**src/hdl/gsp_pkg.sv**
```systemverilog
`timescale 1ns / 1ps
// ----------------------------------------------------------------------------
// gsp_pkg
// Shared sizes, types and codes of the gshare predictor with target buffer.
// ----------------------------------------------------------------------------
package gsp_pkg;

  // table sizes
  localparam int BTB_ENTRIES = 1024;
  localparam int PHT_ENTRIES = 256;
  localparam int BTB_IDX_W   = $clog2(BTB_ENTRIES);
  localparam int PHT_IDX_W   = $clog2(PHT_ENTRIES);
  localparam int HIST_W      = 8;

  // one sweep after reset clears both tables
  localparam int CLEAR_DEPTH = (BTB_ENTRIES > PHT_ENTRIES) ? BTB_ENTRIES : PHT_ENTRIES;
  localparam int CLR_W       = $clog2(CLEAR_DEPTH);

  // two-entry queues on both sides of the back end
  localparam int QCNT_W = 2;
  localparam logic [QCNT_W-1:0] QUEUE_DEPTH = 2'd2;

  localparam logic [63:0] PC_STEP = 64'd4;

  // counter levels
  localparam logic [1:0] CTR_MIN  = 2'd0;
  localparam logic [1:0] CTR_MAX  = 2'd3;

  // item modes
  localparam logic MODE_PREDICT = 1'b0;
  localparam logic MODE_UPDATE  = 1'b1;

  // branch kinds
  localparam logic KIND_COND   = 1'b0;
  localparam logic KIND_UNCOND = 1'b1;

  // classified input word
  typedef struct packed {
    logic                 is_update;
    logic [63:0]          pc;
    logic [63:0]          pc_plus4;
    logic                 seq_ok;
    logic                 kind;
    logic                 taken;
    logic [63:0]          target;
    logic [BTB_IDX_W-1:0] btb_idx;
  } cmd_t;

  // result word
  typedef struct packed {
    logic [63:0] next_pc;
    logic        pc_changed;
    logic        mispredict;
  } res_t;

  // target buffer entry
  typedef struct packed {
    logic        valid;
    logic        cond;
    logic [63:0] tag;
    logic [63:0] target;
  } btb_entry_t;

  // back end status toward the front end
  typedef struct packed {
    logic take;
    logic clearing;
  } back_stat_t;

endpackage

```
**src/hdl/gsp_front.sv**
```systemverilog
`timescale 1ns / 1ps
// ----------------------------------------------------------------------------
// gsp_front
// Accepts input words, decodes them into commands and queues them for the
// back end in a two-entry queue.
// ----------------------------------------------------------------------------
module gsp_front (
  input  logic                clk,
  input  logic                rst,
  input  logic                push,
  output logic                full,
  input  logic                mode,
  input  logic [63:0]         pc,
  input  logic                sequential_ok,
  input  logic                branch_kind,
  input  logic                taken,
  input  logic [63:0]         actual_target,
  input  gsp_pkg::back_stat_t stat,
  output logic                cmd_valid,
  output gsp_pkg::cmd_t       cmd
);

  gsp_pkg::cmd_t                   slots [2];
  gsp_pkg::cmd_t                   decoded;
  logic                            wr_ptr;
  logic                            rd_ptr;
  logic [gsp_pkg::QCNT_W-1:0]      count;
  logic                            do_push;

  // decode the incoming word
  always_comb begin
    decoded.is_update = (mode == gsp_pkg::MODE_UPDATE);
    decoded.pc        = pc;
    decoded.pc_plus4  = pc + gsp_pkg::PC_STEP;
    decoded.seq_ok    = sequential_ok;
    decoded.kind      = branch_kind;
    decoded.taken     = taken;
    decoded.target    = actual_target;
    decoded.btb_idx   = pc[gsp_pkg::BTB_IDX_W+1:2];
  end

  // no words taken while the tables are being cleared
  assign full      = (count == gsp_pkg::QUEUE_DEPTH) || stat.clearing;
  assign do_push   = push && !full;
  assign cmd_valid = (count != '0);
  assign cmd       = slots[rd_ptr];

  // queue storage
  always_ff @(posedge clk) begin
    if (do_push) begin
      slots[wr_ptr] <= decoded;
    end
  end

  // queue pointers
  always_ff @(posedge clk) begin
    if (rst) begin
      wr_ptr <= 1'b0;
      rd_ptr <= 1'b0;
      count  <= '0;
    end else begin
      if (do_push) begin
        wr_ptr <= !wr_ptr;
      end
      if (stat.take) begin
        rd_ptr <= !rd_ptr;
      end
      count <= count + gsp_pkg::QCNT_W'(do_push) - gsp_pkg::QCNT_W'(stat.take);
    end
  end

endmodule

```
**config.mk**
```make
export PLATFORM = sky130hd
export DESIGN_NAME = gsp_front
export DESIGN_NICKNAME = d
export VERILOG_FILES = /design/src/hdl/gsp_pkg.sv /design/src/hdl/gsp_front.sv
export SDC_FILE = /design/constraint.sdc
export NUM_CORES = 1
export LEC_CHECK = 0
export ABC_AREA = 1
export BUFFER_PORTS_ARGS = -buffer_cell sky130_fd_sc_hd__buf_2
export CORE_ASPECT_RATIO = 0.75
export CORE_MARGIN = 4
export CORE_UTILIZATION = 49
export DETAILED_ROUTE_END_ITERATION = 12
export PLACE_DENSITY = 0.86
export SLEW_MARGIN = 20
export SYNTH_ARGS = -nofsm -noshare
export SYNTH_HDL_FRONTEND = slang
export SYNTH_SLANG_ARGS = --single-unit
```
**constraint.sdc**
```tcl
create_clock -name clk -period 10.77 [get_ports clk]
set_clock_uncertainty 0.1 [all_clocks]
set_input_delay 1.077 -clock clk [delete_from_list [all_inputs] [get_ports clk]]
set_output_delay 1.077 -clock clk [all_outputs]
set_load 0.05 [all_outputs]
```
======== Word level (Yosys, flattened, before mapping) ========
Memories as Yosys holds them, arrays and structs flattened. A register that Yosys moved wholly into a read port is not among the register bits.
Index checks and enable logic that the tools add are counted.
operators by class
  reductions and logical operators ........ 6
  magnitude comparators ................... 0
  div/mod/pow operators ................... 0
  eq/ne operators ......................... 1
  multipliers ............................. 0
  add/sub/neg operators ................... 3
  mux-type cells .......................... 4
  shifts and indexed selects .............. 0
  bitwise operators ....................... 0
operators by type and width
  kind                     number
  $add A64 B3 Y64 const B  1
  $mux W1                  4
  $logic_not A1 Y1         3
  $add A2 B1 Y2            1
  $eq A2 B2 Y1 const B     1
  $reduce_bool A2 Y1       1
  $sub A2 B1 Y2            1
  $logic_and A1 B1 Y1      1
  $logic_or A1 B1 Y1       1
storage, ports and cells
  bits in writable memories ............... 412
  bits in registers ....................... 4
  output and inout port bits .............. 208
  input port bits ......................... 137
  ROM bits ................................ 0
  latch bits .............................. 0
  memories ................................ 1
  logic and storage cells ................. 18
memory list
  name   depth  width  read ports  clocked after memory_dff  write ports  line             text
  slots  2      206    1           1                         1            gsp_front.sv:23  gsp_pkg::cmd_t slots [2];

======== Longest topological paths before layout ========
Gate-level depths: netlist of run 1.
  depth in word-level cells ............... 6
  gate-level depth with buffers ........... 10
  depth with buffers taken out ............ 10

======== Least setup slack after synthesis of run 1 ========
Ideal clock, no wire load.
  kind .................................... input to register
  start point ............................. input port stat[0] in the netlist's numbering
  end point ............................... memory slots[1][100] in the netlist's numbering, enable pin
  cell stages on the path ................. 3
  slack ................................... 0.563 ns
  path buffers ............................ 0
  library setup time ...................... 0.753 ns
  required time ........................... 9.917 ns
  data arrival time ....................... 9.354 ns
  cell sequence ........................... inv_1 -> nand3_1 -> nor2_1
on the way
  longest elaborated chain between the ends .. 5
RTL lines
  what                           line             text
  start: declaration             gsp_front.sv:18  input gsp_pkg::back_stat_t stat,
  $logic_or A1 B1 Y1             gsp_front.sv:43  assign full = (count == gsp_pkg::QUEUE_DEPTH) || stat.clearing;
  $logic_not A1 Y1               gsp_front.sv:44  assign do_push = push && !full;
  $logic_and A1 B1 Y1            gsp_front.sv:44
  $mux W1                        gsp_front.sv:50  if (do_push) begin
  $mux W1 (implied by the code)  gsp_front.sv:51  slots[wr_ptr] <= decoded;
  end: declaration               gsp_front.sv:23
No other way between the ends.

==> results of run 1 <==
## metal layers
| layer | track usage, % | vias up |
|---|---|---|
| li1 | - | 4578 |
| met1 | 28.6 | 4846 |
| met2 | 33.4 | 452 |
| met3 | 5.67 | 60 |
| met4 | 4.83 | 6 |
| met5 | 0 | - |
## cell type report
cell class	count	area, sq um	share of cell area (%)
flip-flops and latches	393	11800	59.8
clock inverters	17	161	0.821
diodes	2	5.00	0.0255
repair buffers	349	1800	9.17
well taps	442	553	2.81
inverters	45	169	0.859
multi-input cells	606	4180	21.3
clock buffers	49	1030	5.26
## cell families (layout without fill, tap and decap cells)
logic type | after synthesis | count (layout) | synth area share, %
compound gates | 17 | 17 | 0.522
xor+xnor | 33 | 33 | 1.77
fa+ha+maj | 3 | 3 | 0.230
mux | 194 | 194 | 13.4
buf+inv | 79 | 460 | 2.26
flops | 393 | 393 | 72.1
simple gates | 359 | 359 | 9.66
other cells | 0 | 2 | 0
## worst max-delay path, stage by stage (launching register included)
cell and delay [ns]:
dfxtp_4 0.65, buf_4 0.83, mux2_2 0.45, buf_2 0.22
## sequential cells by signal, indices dropped and copies added, names as in the netlist, named ones only
name and count:
count 2, rd_ptr 1, slots 388, wr_ptr 1
## worst paths after layout
check                start           end  slack, ns  cells past startpoint
hold reg to reg     rd_ptr      register       0.43                      2
setup / recovery  register       cmd[98]       6.79                      3
hold / removal      rd_ptr      register       0.43                      2
setup reg to reg  count[0]  slots[1][30]       7.98                      5
## where the power goes
group          switching (mW)  internal (mW)
sequential             0.0206           1.76
combinational           0.460          0.163
clock                   0.536          0.749
total                    1.02           2.68
## cell usage in the layout (no fill, tap or decap), drive strengths merged, types with 3 or more instances in the layout
cell type and instances:
xor2 11, bufinv 3, edfxtp 388, buf 349
xnor2 22, nand2 203, nand3 12, nand4 10
o21ai 16, inv 46, nor2 126, nand3b 5
clkinv 11, clkbuf 49, dfxtp 5, ha 3
mux2 194
==> results.yml, run 1 <==
outcome:
  status: "complete, no violations"
clock_tree:
  cts_tree: "done"
  cts_resized: 0
  htreeDepth: 2
  clk_latency_ns: 0.53
  postCtsHoldBufs: 0
  numCtsBuffers: 38
  path_clk_slew_ns: 0.06
  postCtsSetupRepairBufs: 0
  cts_root_buf: "clkbuf_16"
  clkSinkCount: 393
  clk_path_buf_depth: 3
critical_path:
  critPathLaunchType: "register"
  crit_type: "reg -> out"
  cp_data_required_time_ns: 9.59
  end_kind: "output port"
  worstPathArrival_ns: 2.80
  crit_fanout: 76
placed_design:
  placed_area_sq_um: 18400
  dp_hpwl_mm: 27.4
  gp_congestion: 0.968
  place_inst: 1834
  post-place-ws_ns: 7.26
  io_buffers: 344
power_and_ir_drop:
  p_leak_nw: 7.30
  total_power_mw: 3.69
  power.density_nw_per_um2: 188
  vdd_drop_max_mv: 0.164
finish:
  nFillCells: 2453
  layout-drive-gt1-share_pct: 43.2
  stdcell_count: 1903
  final_util_pct: 60.3
  finalInstanceArea_sq_um: 19700
  nets: 1573
  area_delta_synth_final_pct: 20.7
timing:
  rsz0062_at_grt: "no"
  hold_viol: 0
  setup_violations: 0
  period_share_pct: 36.9
  setup_tns_ns: 0
  hold_ws_ns: 0.430
  fin_crit_ns: 3.98
  slew_headroom_pct: 9.09
  slew_viol_final: 0
  setup_ws_ns: 6.79
  worst_slew_pin_slew_ns: 1.36
  max_freq_mhz: 251
yosys:
  synth.ff_latch_count: 393
  yosysMostFrequentCell: "edfxtp_1"
  synth_ff_type: "edfxtp_1"
  synth.top_cell.area_share_pct: 71.5
  syn_nets: 1218
  synth_common_cells: "edfxtp_1 (388), mux2_2 (194), nand2_1 (188), nor2_1 (111), inv_1 (44)"
  netlist_instances: 1078
  yosys.cell_types.count: 26
  synth_edf_count: 388
  synth_top_area_cell: "edfxtp_1"
  synth_area_leaders: "edfxtp_1 (72%), mux2_2 (13%), nand2_1 (4.3%), nor2_1 (2.6%), xnor2_1 (1.2%)"
  syn_area_per_cell_sq_um: 15.1
  ys_seq_area_share_pct: 72.1
  yosysWarnings: 0
  syn_area_sq_um: 16300
  synth-async-reset-ratio_pct: 0
die:
  core_area_sq_um: 32600
  io_pins: 345
  die_area_sq_um: 36300
  die_w_um: 219
  rows: 57
  start_util_pct: 50.0
  fp.dieH_um: 166
drt:
  drtIter0Drc: 851
  via_per_inst: 5.22
  ant_nets: 0
  dr_total_vias: 9942
  route.met2.wl_mm: 18.3
  dr.max_layer_used: "met5"
  drc_errors: 0
  met1_length_mm: 16.3
  dr.pass1.iters: 5
  routedWlPerCell_um: 20.6
  drt-total-wl_mm: 39.1
  wl_met3_mm: 3.75
global_routing:
  gr-total-overflow: 0
  grt_pass1_vias: 10000
  antenna_found_initial: 6
  grt_usage_pct: 20.8
  grt_max_degree: 179
  grt_pass1_wl_mm: 58.2
hold_path:
  min_path_type: "reg -> reg"
job:
  cap_violations: 0
No activity file was read; power rests on OpenSTA's default activity.
==> run 2, diff against run 1 <==
Clock period 10.77 ns to 3.6 ns, I/O delays scaled along.
==> run 2 against run 1 <==
Effect of this change:
- global-route usage up 3.4 points
- power rose to 3.0 times the previous value
- cell count up 6.6%
- combinational power rose to 3.3 times the previous value
- wire length up 15%
- flip-flop and latch count unchanged
- sequential share of layout area down 3.8 points
- setup slack worse by 6.1 ns
- sequential power rose to 3.0 times the previous value
- critical endpoint is now cmd[21]
- largest cell class unchanged
- highest routed layer unchanged
==> results.yml, run 2 (synthesized netlist as in run 1, its figures left out) <==
finish:
  largest_reg_flops: 388
  nFillCells: 2267
  area_delta_synth_final_pct: 28.9
  reg_top3: "slots: 388 flops, count: 2 flops"
  final_common_cell: "edfxtp_1"
  finalInstanceArea_sq_um: 21000
  largest_register: "slots"
  layout-drive-gt1-share_pct: 41.2
  nets: 1701
  final_cell_mix: "edfxtp_1 (388), buf_2 (344), mux2_2 (194)"
  stdcell_count: 2029
drt:
  drt-total-wl_mm: 44.9
  dr.max_layer_used: "met5"
  ant_nets: 0
  dr_total_vias: 10600
  met1_length_mm: 17.8
  drc_errors: 0
  wl_met3_mm: 3.99
  via_per_inst: 5.23
  dr.pass1.iters: 5
  route.met2.wl_mm: 22.1
  routedWlPerCell_um: 22.1
  drtIter0Drc: 977
timing:
  fin_crit_ns: 2.88
  setup_tns_ns: 0
  worst_slew_pin_slew_ns: 0.850
  slew_headroom_pct: 43.2
  setup_violations: 0
  period_share_pct: 79.9
  slew_viol_final: 0
  max_freq_mhz: 348
  hold_viol: 0
  rsz0062_at_grt: "no"
die:
  die_area_sq_um: 36300
  start_util_pct: 50.0
  io_pins: 345
  core_area_sq_um: 32600
  die_w_um: 219
  rows: 57
  fp.dieH_um: 166
hold_path:
  min_path_type: "in -> reg"
  hold_end: "slots[0][170]"
  min_from: "pc[29]"
  min_path_cells: 1
power_and_ir_drop:
  vdd_drop_max_mv: 0.336
  p_leak_nw: 7.88
  power.density_nw_per_um2: 535
clock_tree:
  cts_root_buf: "clkbuf_16"
  numCtsBuffers: 38
  clk_latency_ns: 0.52
  postCtsSetupRepairBufs: 0
  cts_resized: 0
  clk_path_buf_depth: 3
  htreeDepth: 2
  clkSinkCount: 393
  cts_tree: "done"
  path_clk_slew_ns: 0.06
global_routing:
  grt_pass1_vias: 11000
  antenna_found_initial: 4
  grt_max_degree: 54
  grt_pass1_wl_mm: 66.8
  gr-total-overflow: 0
  grt_usage_pct: 24.1
placed_design:
  dp_hpwl_mm: 30.0
  gp_congestion: 0.907
  place_inst: 1853
  placed_area_sq_um: 18700
  io_buffers: 344
critical_path:
  path_cells: "buf_4 > mux2_2 > buf_2"
  regToRegStartpoint: "count[0]"
  worstRegToRegCells: 5
  critPathLaunchType: "register"
  timing.rr.end: "slots[1][199]"
  crit_fanout: 53
  cp_data_required_time_ns: 3.14
  slowest_stage: "dfxtp_4"
  critPathMaxStageDelay_ns: 0.89
  r2r_slack_ns: 1.50
  worstPathArrival_ns: 2.42
  crit_type: "reg -> out"
  end_kind: "output port"
job:
  cap_violations: 0
outcome:
  status: "complete, no violations"
-- run 2: where the power goes --
part | internal, mW | switching [mW]
clock network | 2.21 | 1.65
registers | 5.27 | 0.0848
logic | 0.602 | 1.43
total | 8.09 | 3.16
-- run 2: how the worst max path moves through the flow --
stage / startpoint / end / slack, ns / cells after the start
5_1_grt: register / cmd[21] / 0.63 / 3
2_1_floorplan: count[0] / slots[1][100] / -0.36 / 4
6_report: register / cmd[21] / 0.72 / 3
4_1_cts: register / cmd[105] / 0.72 / 3
3_5_place_dp: register / cmd[158] / 1.29 / 3
3_3_place_gp: register / cmd[157] / 1.28 / 3
-- run 2: layout make-up --
cell class                      count  area, sq um  area share (%)
Sequential cell                   393        11800            56.0
Timing Repair Buffer              477         3130            14.9
Inverter                           45          169           0.804
Clock buffer                       49         1060            5.03
Clock inverter                     16          131           0.626
Tap cell                          442          553            2.63
Antenna cell                        1         2.50          0.0119
Multi-Input combinational cell    606         4200            20.0
-- run 2: timing repair --
item                                    4_1_cts  5_1_grt
endpoints found under the setup margin        0        0
endpoints found under the hold margin       222        0
hold buffers                                110        0
-- run 2: through the flow --
| step | worst slack [ns] | hold slack, ns | utilization, % | power (mW) |
|---|---|---|---|---|
| floorplan | -0.364 | 0.324 | - | 6.83 |
| global placement | 1.28 | 0.396 | 57.4 | 7.32 |
| detailed placement | 1.29 | 0.411 | 57.4 | 7.36 |
| CTS | 0.722 | 0.000739 | 64.4 | 11.3 |
| global route | 0.634 | 0.00469 | 64.4 | 11.6 |
| finish | 0.725 | 0.0134 | 64.4 | 11.2 |
-- run 2: worst max-delay path: cells and delay by family (launching register included) --
kind	cells	cell delay (ns)
flops	1	0.89
buf+inv	2	0.59
mux	1	0.39
-- run 2: routing by layer --
metal  vias to the layer above  track usage [%]
met5                         -                0
met4                         6             6.07
met3                        75             6.40
met2                       495             40.7
met1                      5196             31.4
li1                       4833                -
