<file path="src/hdl/gsp_pkg.sv">
`timescale 1ns / 1ps
// ----------------------------------------------------------------------------
// gsp_pkg
// Shared sizes, types and codes of the gshare predictor with target buffer.
// ----------------------------------------------------------------------------
package gsp_pkg;

  // table sizes
  localparam int BTB_ENTRIES = 1024;
  localparam int PHT_ENTRIES = 256;
  localparam int BTB_IDX_W   = $clog2(BTB_ENTRIES);
  localparam int PHT_IDX_W   = $clog2(PHT_ENTRIES);
  localparam int HIST_W      = 8;

  // one sweep after reset clears both tables
  localparam int CLEAR_DEPTH = (BTB_ENTRIES > PHT_ENTRIES) ? BTB_ENTRIES : PHT_ENTRIES;
  localparam int CLR_W       = $clog2(CLEAR_DEPTH);

  // two-entry queues on both sides of the back end
  localparam int QCNT_W = 2;
  localparam logic [QCNT_W-1:0] QUEUE_DEPTH = 2'd2;

  localparam logic [63:0] PC_STEP = 64'd4;

  // counter levels
  localparam logic [1:0] CTR_MIN  = 2'd0;
  localparam logic [1:0] CTR_MAX  = 2'd3;

  // item modes
  localparam logic MODE_PREDICT = 1'b0;
  localparam logic MODE_UPDATE  = 1'b1;

  // branch kinds
  localparam logic KIND_COND   = 1'b0;
  localparam logic KIND_UNCOND = 1'b1;

  // classified input word
  typedef struct packed {
    logic                 is_update;
    logic [63:0]          pc;
    logic [63:0]          pc_plus4;
    logic                 seq_ok;
    logic                 kind;
    logic                 taken;
    logic [63:0]          target;
    logic [BTB_IDX_W-1:0] btb_idx;
  } cmd_t;

  // result word
  typedef struct packed {
    logic [63:0] next_pc;
    logic        pc_changed;
    logic        mispredict;
  } res_t;

  // target buffer entry
  typedef struct packed {
    logic        valid;
    logic        cond;
    logic [63:0] tag;
    logic [63:0] target;
  } btb_entry_t;

  // back end status toward the front end
  typedef struct packed {
    logic take;
    logic clearing;
  } back_stat_t;

endpackage

</file>
<file path="src/hdl/gsp_result_queue.sv">
`timescale 1ns / 1ps
// ----------------------------------------------------------------------------
// gsp_result_queue
// Two-entry queue that holds finished results until the receiver pops them.
// ----------------------------------------------------------------------------
module gsp_result_queue (
  input  logic               clk,
  input  logic               rst,
  input  logic               res_push,
  input  gsp_pkg::res_t      res,
  output logic               res_full,
  input  logic               pop,
  output logic               empty,
  output gsp_pkg::res_t      head
);

  gsp_pkg::res_t               slots [2];
  logic                        wr_ptr;
  logic                        rd_ptr;
  logic [gsp_pkg::QCNT_W-1:0]  count;
  logic                        do_pop;

  assign empty    = (count == '0);
  assign res_full = (count == gsp_pkg::QUEUE_DEPTH);
  assign do_pop   = pop && !empty;
  assign head     = slots[rd_ptr];

  // result storage
  always_ff @(posedge clk) begin
    if (res_push) begin
      slots[wr_ptr] <= res;
    end
  end

  // pointers and fill level
  always_ff @(posedge clk) begin
    if (rst) begin
      wr_ptr <= 1'b0;
      rd_ptr <= 1'b0;
      count  <= '0;
    end else begin
      if (res_push) begin
        wr_ptr <= !wr_ptr;
      end
      if (do_pop) begin
        rd_ptr <= !rd_ptr;
      end
      count <= count + gsp_pkg::QCNT_W'(res_push) - gsp_pkg::QCNT_W'(do_pop);
    end
  end

endmodule

</file>
<file path="config.mk">
export PLATFORM = sky130hd
export DESIGN_NAME = gsp_result_queue
export DESIGN_NICKNAME = d
export VERILOG_FILES = /design/src/hdl/gsp_pkg.sv /design/src/hdl/gsp_result_queue.sv
export SDC_FILE = /design/constraint.sdc
export NUM_CORES = 1
export LEC_CHECK = 0
export ABC_AREA = 1
export BUFFER_PORTS_ARGS = -buffer_cell sky130_fd_sc_hd__buf_2
export CAP_MARGIN = 10
export CORE_UTILIZATION = 52
export DETAILED_ROUTE_END_ITERATION = 8
export GPL_TIMING_DRIVEN = 0
export PLACE_DENSITY = 0.79
export SLEW_MARGIN = 20
export SYNTH_ARGS = -nofsm -noshare
export SYNTH_HDL_FRONTEND = slang
export SYNTH_SLANG_ARGS = --single-unit
</file>
<file path="constraint.sdc">
create_clock -name clk -period 4.5 [get_ports clk]
set_input_delay 0.225 -clock clk [delete_from_list [all_inputs] [get_ports clk]]
set_output_delay 0.225 -clock clk [all_outputs]
set_load 0.1 [all_outputs]
</file>
=== Yosys cells after proc, flatten, opt, wreduce, memory -nomap -nowiden ===
Memories as Yosys holds them, arrays and structs flattened. A register that Yosys moved wholly into a read port is not among the register bits.
Index checks and enable logic that the tools add are counted.
W data, S select, Z words.

* Register bits: 4
* RAM bits: 132
* Input bits: 70
* Output and inout port bits: 68
* Logic and storage cells: 16
* Memories kept: 1

* Add/sub/neg operators: 2
* Eq/ne operators: 1
* Multiplexer cells: 4
* Reduce and logical (&&, ||, !) cells: 5

{| class="wikitable"
|+ Memories
! name !! words !! bits a word !! read ports !! clocked after Yosys merged registers in !! write ports !! line !! text
|-
| slots || 2 || 66 || 1 || 1 || 1 || gsp_result_queue.sv:17 || <nowiki>gsp_pkg::res_t slots [2];</nowiki>
|}

{| class="wikitable"
|+ Operator list
! cell !! count
|-
| $mux W1 || 4
|-
| $logic_not A1 Y1 || 3
|-
| $add A2 B1 Y2 || 1
|-
| $eq A2 B2 Y1 const B || 1
|-
| $logic_not A2 Y1 || 1
|-
| $sub A2 B1 Y2 || 1
|-
| $logic_and A1 B1 Y1 || 1
|}

=== Depth between registers and ports, before layout ===
Gate-level depths: netlist (run 1).

* Word-level depth: 5
* Depth in mapped cells: 10
* Gate-level depth less buffers: 10

=== Worst setup path before layout (run 1) ===
Ideal clock, no wire load.

* Path type: register to register
* Start: register wr_ptr
* End: memory slots[0][0] in the netlist's numbering (enable)
* Setup time: 0.492 ns
* Arrival: 3.077 ns
* Data required time: 4.008 ns
* Path slack: 0.931 ns
* Cell stages (with the launch flop): 2
* Buffers on the path: 0
* Period minus slack after synthesis: 3.569 ns
* Path through: dfxtp_1 -> nor2_1

{| class="wikitable"
|+ RTL lines
! item !! line !! text
|-
| start, declared || gsp_result_queue.sv:18 || <nowiki>logic wr_ptr;</nowiki>
|-
| start signal, assigned || gsp_result_queue.sv:43 || <nowiki>wr_ptr <= !wr_ptr;</nowiki>
|-
| end, declared || gsp_result_queue.sv:17 ||
|}

Straight into the memory's write port.

==> out/metrics.cfg, run 1 <==
[synthesis]
synthDistinctLibCells=13
yosysSeqAreaShare_pct=78.72
syn_area_per_cell_sq_um=21.42
ys_ff_latch=137
yosys.area.top_type_share_pct=76.78
syn_inst=241
synthTopCellsByArea=edfxtp_1 (77%), mux2_4 (12%), mux2_2 (5.7%)
syn_nets=313
netlist_area_sq_um=5162
yosysTopAreaCell=edfxtp_1
ys_warn_count=0

[clock_tree]
cts-root-buf=clkbuf_8
clock_latency_ps=510
cts_buffer_depth=2
clkSinkCount=137
clk_pin_slew_ps=60
ctsResizeCount=0
cts_tree=done
htreeDepth=4
numCtsBuffers=17

[flow_run]
cap_violations=0

[die]
coreArea_sq_um=9684
die_w_microns=101.6
rows=36
start_util_pct=53.31
die_area_sq_um=10330
die_h_microns=101.6
ioPinCount=138

[final_layout]
layout-drive-gt1-share_pct=50.73
area_growth_pct=41.86
nNetsFinal=540
final_common_cell=buf_2
diodes=0
layout_common_cells=buf_2 (139), edfxtp_1 (132), dlygate4sd3_1 (68), mux2_4 (40), mux2_2 (26)
layout.cells.non_filler=614

[worst_setup_path]
cp_common_cell=buf_6
crit_chain=buf_6, buf_6, mux2_4, buf_2
reg2reg_depth=3
crit_arrival_ps=1860
cp_max_fo=10
cp-start-kind=register
endpoint_kind=output pin
cp_top_family=buffers and inverters
path_buf_inv=3
path_class=register to output pin
cpMaxStageDelayCell=dfxtp_1
critPathMaxStageDelay_ps=350
crit_cells=4
worst_ep_required_time_ps=4280

[power_and_ir_drop]
power.total_mw=4.426
power_density_nw_per_um2=604.4
leakagePower_nw=2.915
ir_worst_vdd_uv=586.8

[sta]
worst_slack_ps=2412
skew_ps=5.914
finalHoldViolCount=0
slew_headroom_pct=53.31
holdWs_ps=61.17
rsz0062_at_grt=no
post-route-min-period_ps=2088
fmax_ghz=0.4788
slew_viol_final=0
timing.final.crit_share_pct=46.41
worst_pin_slew_ps=698.7
setup_tns_ps=0
finalSetupViolCount=0

[detailed_routing]
wl_per_cell_microns=16.66
avgViaCountPerCell=4.832
route.vias.total=2967
route.antenna.remaining_nets=0
drc=0
routed_wl_mm=10.23
drtIter0Drc=82
first_pass_iters=4

[place]
hpwlAfterDp_mm=5.686
post-place-ws_ps=2731
port_buffers=137
dp_cells=514
gp_congestion=0.6800

[global_route]
first_global_vias=3206
grt_usage_pct=21.19
grt_pass1_wl_mm=15.42
grt_max_degree=40
overflow=0
antenna_found_initial=0

[min_path]
holdPathStages=4
hp-class=input pin to register

[outcome]
status=finished, final reports clean

-- synthesized netlist by cell type, drive strengths merged --
| cell type | count |
|---|---|
| mux2 | 66 |
| nor3 | 1 |
| ha | 2 |
| nor2 | 10 |
| nand3 | 2 |
| edfxtp | 132 |
| dfxtp | 5 |
| inv | 9 |
| nand2 | 6 |
| buf | 7 |
| a21oi | 1 |
-- stage by stage --
| stage | utilization (%) | instance area [sq um] |
|---|---|---|
| after floorplan | - | 5162 |
| after global routing | 75.62 | 7323 |
| after CTS | 75.62 | 7323 |
| final | 75.62 | 7323 |
| after global placement | 62.11 | 6015 |
| after detailed placement | 62.91 | 6092 |
-- layer usage --
metal  up-vias  share of wire, %  track usage, %
li1       1389                 -               -
met4         0               1.2           8.361
met5         -                 0               0
met3        13               5.9           7.937
met2       111                54           38.93
met1      1454                39           21.65
-- flip-flops by register name (all words and copies together), names as in the netlist, named ones only --
signal,count
slots,132
rd_ptr,1
wr_ptr,1
count,2
-- report_power, final --
group          switching [mW]  internal, mW  leakage, nW
clock                   0.497         0.778        0.253
sequential             0.0275          1.49         1.28
combinational            1.25         0.389         1.38
-- logic make-up after synthesis --
family,share of synthesized area [%]
compound gates,0.09685
simple gates,1.454
flops,78.72
mux,17.30
buf+inv,1.939
fa+ha+maj,0.4847
-- worst paths after layout --
| path | startpoint | slack [ps] | endpoint |
|---|---|---|---|
| worst min-delay path | pop | 60 | register |
| worst max-delay path | register | 2410 | head[59] |
| worst min register to register | rd_ptr | 530 | register |
| worst max register to register | wr_ptr | 2800 | slots[0][52] |
-- area by class of cell --
type,instances,area [sq um]
Multi-Input combinational cell,88,1006
Tap cell,133,166.4
Fill cell,547,2361
Clock inverter,14,132.6
Buffer,7,66.31
Timing Repair Buffer,208,1434
Inverter,9,36.28
Sequential cell,137,4064
Clock buffer,18,417.9
-- repair_timing --
action,4_1_cts,5_1_grt
hold buffers,68,0
endpoints found under the hold margin,134,0
setup buffers,0,0
-- worst min-delay path, stage by stage --
cell and delay (ps):
buf_2 100, nand3_1 80, nand2_1 80, nor2_1 40
No activity file was read; power rests on OpenSTA's default activity.
==> run 2, diff against run 1 <==
--- a/config.mk
+++ b/config.mk
@@ -8,10 +8,10 @@
 export ABC_AREA = 1
 export BUFFER_PORTS_ARGS = -buffer_cell sky130_fd_sc_hd__buf_2
 export CAP_MARGIN = 10
-export CORE_UTILIZATION = 52
+export CORE_UTILIZATION = 47
 export DETAILED_ROUTE_END_ITERATION = 8
 export GPL_TIMING_DRIVEN = 0
-export PLACE_DENSITY = 0.79
+export PLACE_DENSITY = 0.75
 export SLEW_MARGIN = 20
 export SYNTH_ARGS = -nofsm -noshare
 export SYNTH_HDL_FRONTEND = slang
==> constraint.sdc (replaced) <==
create_clock -name clk -period 1.8 [get_ports clk]
set_input_delay 0.09 -clock clk [delete_from_list [all_inputs] [get_ports clk]]
set_output_delay 0.09 -clock clk [all_outputs]
set_load 0.1 [all_outputs]
==> run 2 against run 1 <==
Power grew to 2.7 times the previous value. Flip-flop and latch count unchanged. Non-clock buffer count rose by 3. Cell count increased by 0.98%. Core utilization up 2.0 points. Critical endpoint is now head[51].
==> out/metrics.cfg, run 2 (synthesis gave the netlist of run 1 again) <==
[detailed_routing]
avgViaCountPerCell=4.897  ; was 4.832
routed_wl_mm=10.84  ; was 10.23 mm
drc=0  ; unchanged
first_pass_iters=4  ; unchanged
route.antenna.remaining_nets=0  ; unchanged
route.vias.total=3036  ; was 2967
wl_per_cell_microns=17.48  ; was 16.66 microns
drtIter0Drc=105  ; was 82

[sta]
finalHoldViolCount=0  ; unchanged
fmax_ghz=0.5586
worst_pin_slew_ps=759.4  ; was 698.7 ps
slew_viol_final=0  ; unchanged
post-route-min-period_ps=1790
timing.final.crit_share_pct=99.46
setup_tns_ps=0  ; unchanged
skew_ps=5.640  ; was 5.914 ps
finalSetupViolCount=0  ; unchanged
rsz0062_at_grt=yes  ; was no
worst_slack_ps=9.684  ; was 2412 ps
slew_headroom_pct=49.26  ; was 53.31%

[global_route]
grt_max_degree=32  ; was 40
antenna_found_initial=0  ; unchanged
overflow=0  ; unchanged
grt_pass1_wl_mm=16.59  ; was 15.42 mm
first_global_vias=3352  ; was 3206
grt_usage_pct=20.06  ; was 21.19%

[place]
placed_area_sq_um=6135  ; was 6092 sq um
hpwlAfterDp_mm=6.004  ; was 5.686 mm
dp_cells=518  ; was 514
gp_congestion=0.6811  ; was 0.6800
port_buffers=137  ; unchanged
post-place-ws_ps=244.0  ; was 2731 ps

[final_layout]
reg_top3=slots (132), count (2)  ; unchanged
largest_register_ffs=132  ; unchanged
nNetsFinal=543  ; was 540
layout.cells.non_filler=620  ; was 614
layout_common_cells=edfxtp_1 (132), buf_2 (71), dlygate4sd3_1 (69), buf_12 (51), mux2_4 (43)  ; was buf_2 (139), edfxtp_1 (132), dlygate4sd3_1 (68), mux2_4 (40), mux2_2 (26)
layout-drive-gt1-share_pct=51.03  ; was 50.73%
area_growth_pct=58.10  ; was 41.86%
design_area_sq_um=8162  ; was 7323 sq um
diodes=0  ; unchanged
largest_register=slots  ; unchanged
final_common_cell=edfxtp_1  ; was buf_2

[worst_setup_path]
cp-start-kind=register  ; unchanged
critPathMaxStageDelay_ps=370  ; was 350 ps
reg2reg_to=slots[1][36]  ; was slots[0][52]
cpMaxStageDelayCell=dfxtp_4  ; was dfxtp_1
path_class=register to output pin  ; unchanged
endpoint_kind=output pin  ; unchanged
worst_ep_required_time_ps=1710  ; was 4280 ps
cp_common_cell=buf_12  ; was buf_6
crit_arrival_ps=1700  ; was 1860 ps
reg2reg_slack_ps=240  ; was 2800 ps
reg2reg_depth=3  ; unchanged
crit_chain=buf_12, buf_12, mux2_4, buf_12  ; was buf_6, buf_6, mux2_4, buf_2
cp_max_fo=10  ; unchanged
r2r-start=wr_ptr  ; unchanged

[clock_tree]
clkSinkCount=137  ; unchanged
htreeDepth=4  ; unchanged
clk_pin_slew_ps=60  ; about the same
cts_buffer_depth=2  ; unchanged
cts_tree=done  ; unchanged
cts-root-buf=clkbuf_8  ; unchanged
numCtsBuffers=17  ; unchanged
clock_latency_ps=520  ; was 510 ps

[power_and_ir_drop]
leakagePower_nw=3.212  ; was 2.915 nW
ir_worst_vdd_uv=1307  ; was 586.8 uV
power_density_nw_per_um2=1476  ; was 604.4 nW/um^2
power.total_mw=12.05  ; was 4.426 mW

[die]
die_w_microns=106.8  ; was 101.6 microns
rows=37  ; was 36
coreArea_sq_um=10510  ; was 9684 sq um
die_area_sq_um=11410  ; was 10330 sq um
die_h_microns=106.8  ; was 101.6 microns
ioPinCount=138  ; unchanged
start_util_pct=49.12  ; was 53.31%

[min_path]
whs_endpoint=slots[1][12]
min_from=res[12]  ; was pop
hp-class=input pin to register  ; unchanged
holdPathStages=2  ; was 4

[flow_run]
cap_violations=0  ; unchanged

[outcome]
status=finished, final reports clean  ; unchanged

run 2: cell count changes in the layout (fill, tap and decap cells not counted), moves of 2 or more:
cell and change:
buf_2 -68, buf_4 +25, mux2_2 -3, clkinv_2 -2, nor2_1 -2, clkinv_1 +3
mux2_4 +3, buf_6 -5, buf_12 +49
run 2: worst max-delay path by stage:
| stage | cells past startpoint | slack (ps) | to |
|---|---|---|---|
| 2_1_floorplan | 2 | 10 | res_full |
| 3_3_place_gp | 2 | -550 | slots[1][43] |
| 3_5_place_dp | 2 | 240 | slots[0][42] |
| 4_1_cts | 4 | -20 | head[59] |
| 5_1_grt | 4 | -40 | head[51] |
| 6_report | 4 | 10 | head[51] |
run 2: worst max-delay path: cells and delay by family, from the launching register on:
family	cells	cell delay (ps)
buffers and inverters	3	470
DFF	1	370
muxes	1	330
run 2: through the flow:
stage                     hold slack, ps  utilization (%)
after floorplan                    161.2                -
after global placement             277.8            57.47
after detailed placement           282.6            58.38
after CTS                          260.9            77.31
after global routing               273.5            77.66
final                              291.4            77.66
run 2: power by group:
group / internal (mW) / switching (mW)
sequential: 3.72 / 0.0834
clock: 1.94 / 1.26
combinational: 1.78 / 3.28
run 2: area by class of cell:
type / instances / area (sq um)
Multi-Input combinational cell: 88 / 1027
Inverter: 9 / 37.54
Timing Repair Buffer: 211 / 2195
Clock buffer: 17 / 414.1
Buffer: 7 / 115.1
Fill cell: 545 / 2347
Sequential cell: 137 / 4068
Clock inverter: 15 / 135.1
Tap cell: 136 / 170.2
run 2: layer usage:
layer | vias to the layer above | wire length (microns) | track usage, %
li1 | 1394 | - | -
met1 | 1499 | 4140 | 21.60
met2 | 125 | 5915 | 36.22
met3 | 18 | 570 | 4.924
met4 | 0 | 213 | 10.67
met5 | - | 0 | 0
run 2: repair_timing:
action,in CTS,in global routing
setup endpoints to repair,66,63
setup buffers,1,0
endpoints found under the hold margin,137,0
pin swaps,0,0
hold buffers,69,0
gates resized for setup,203,9
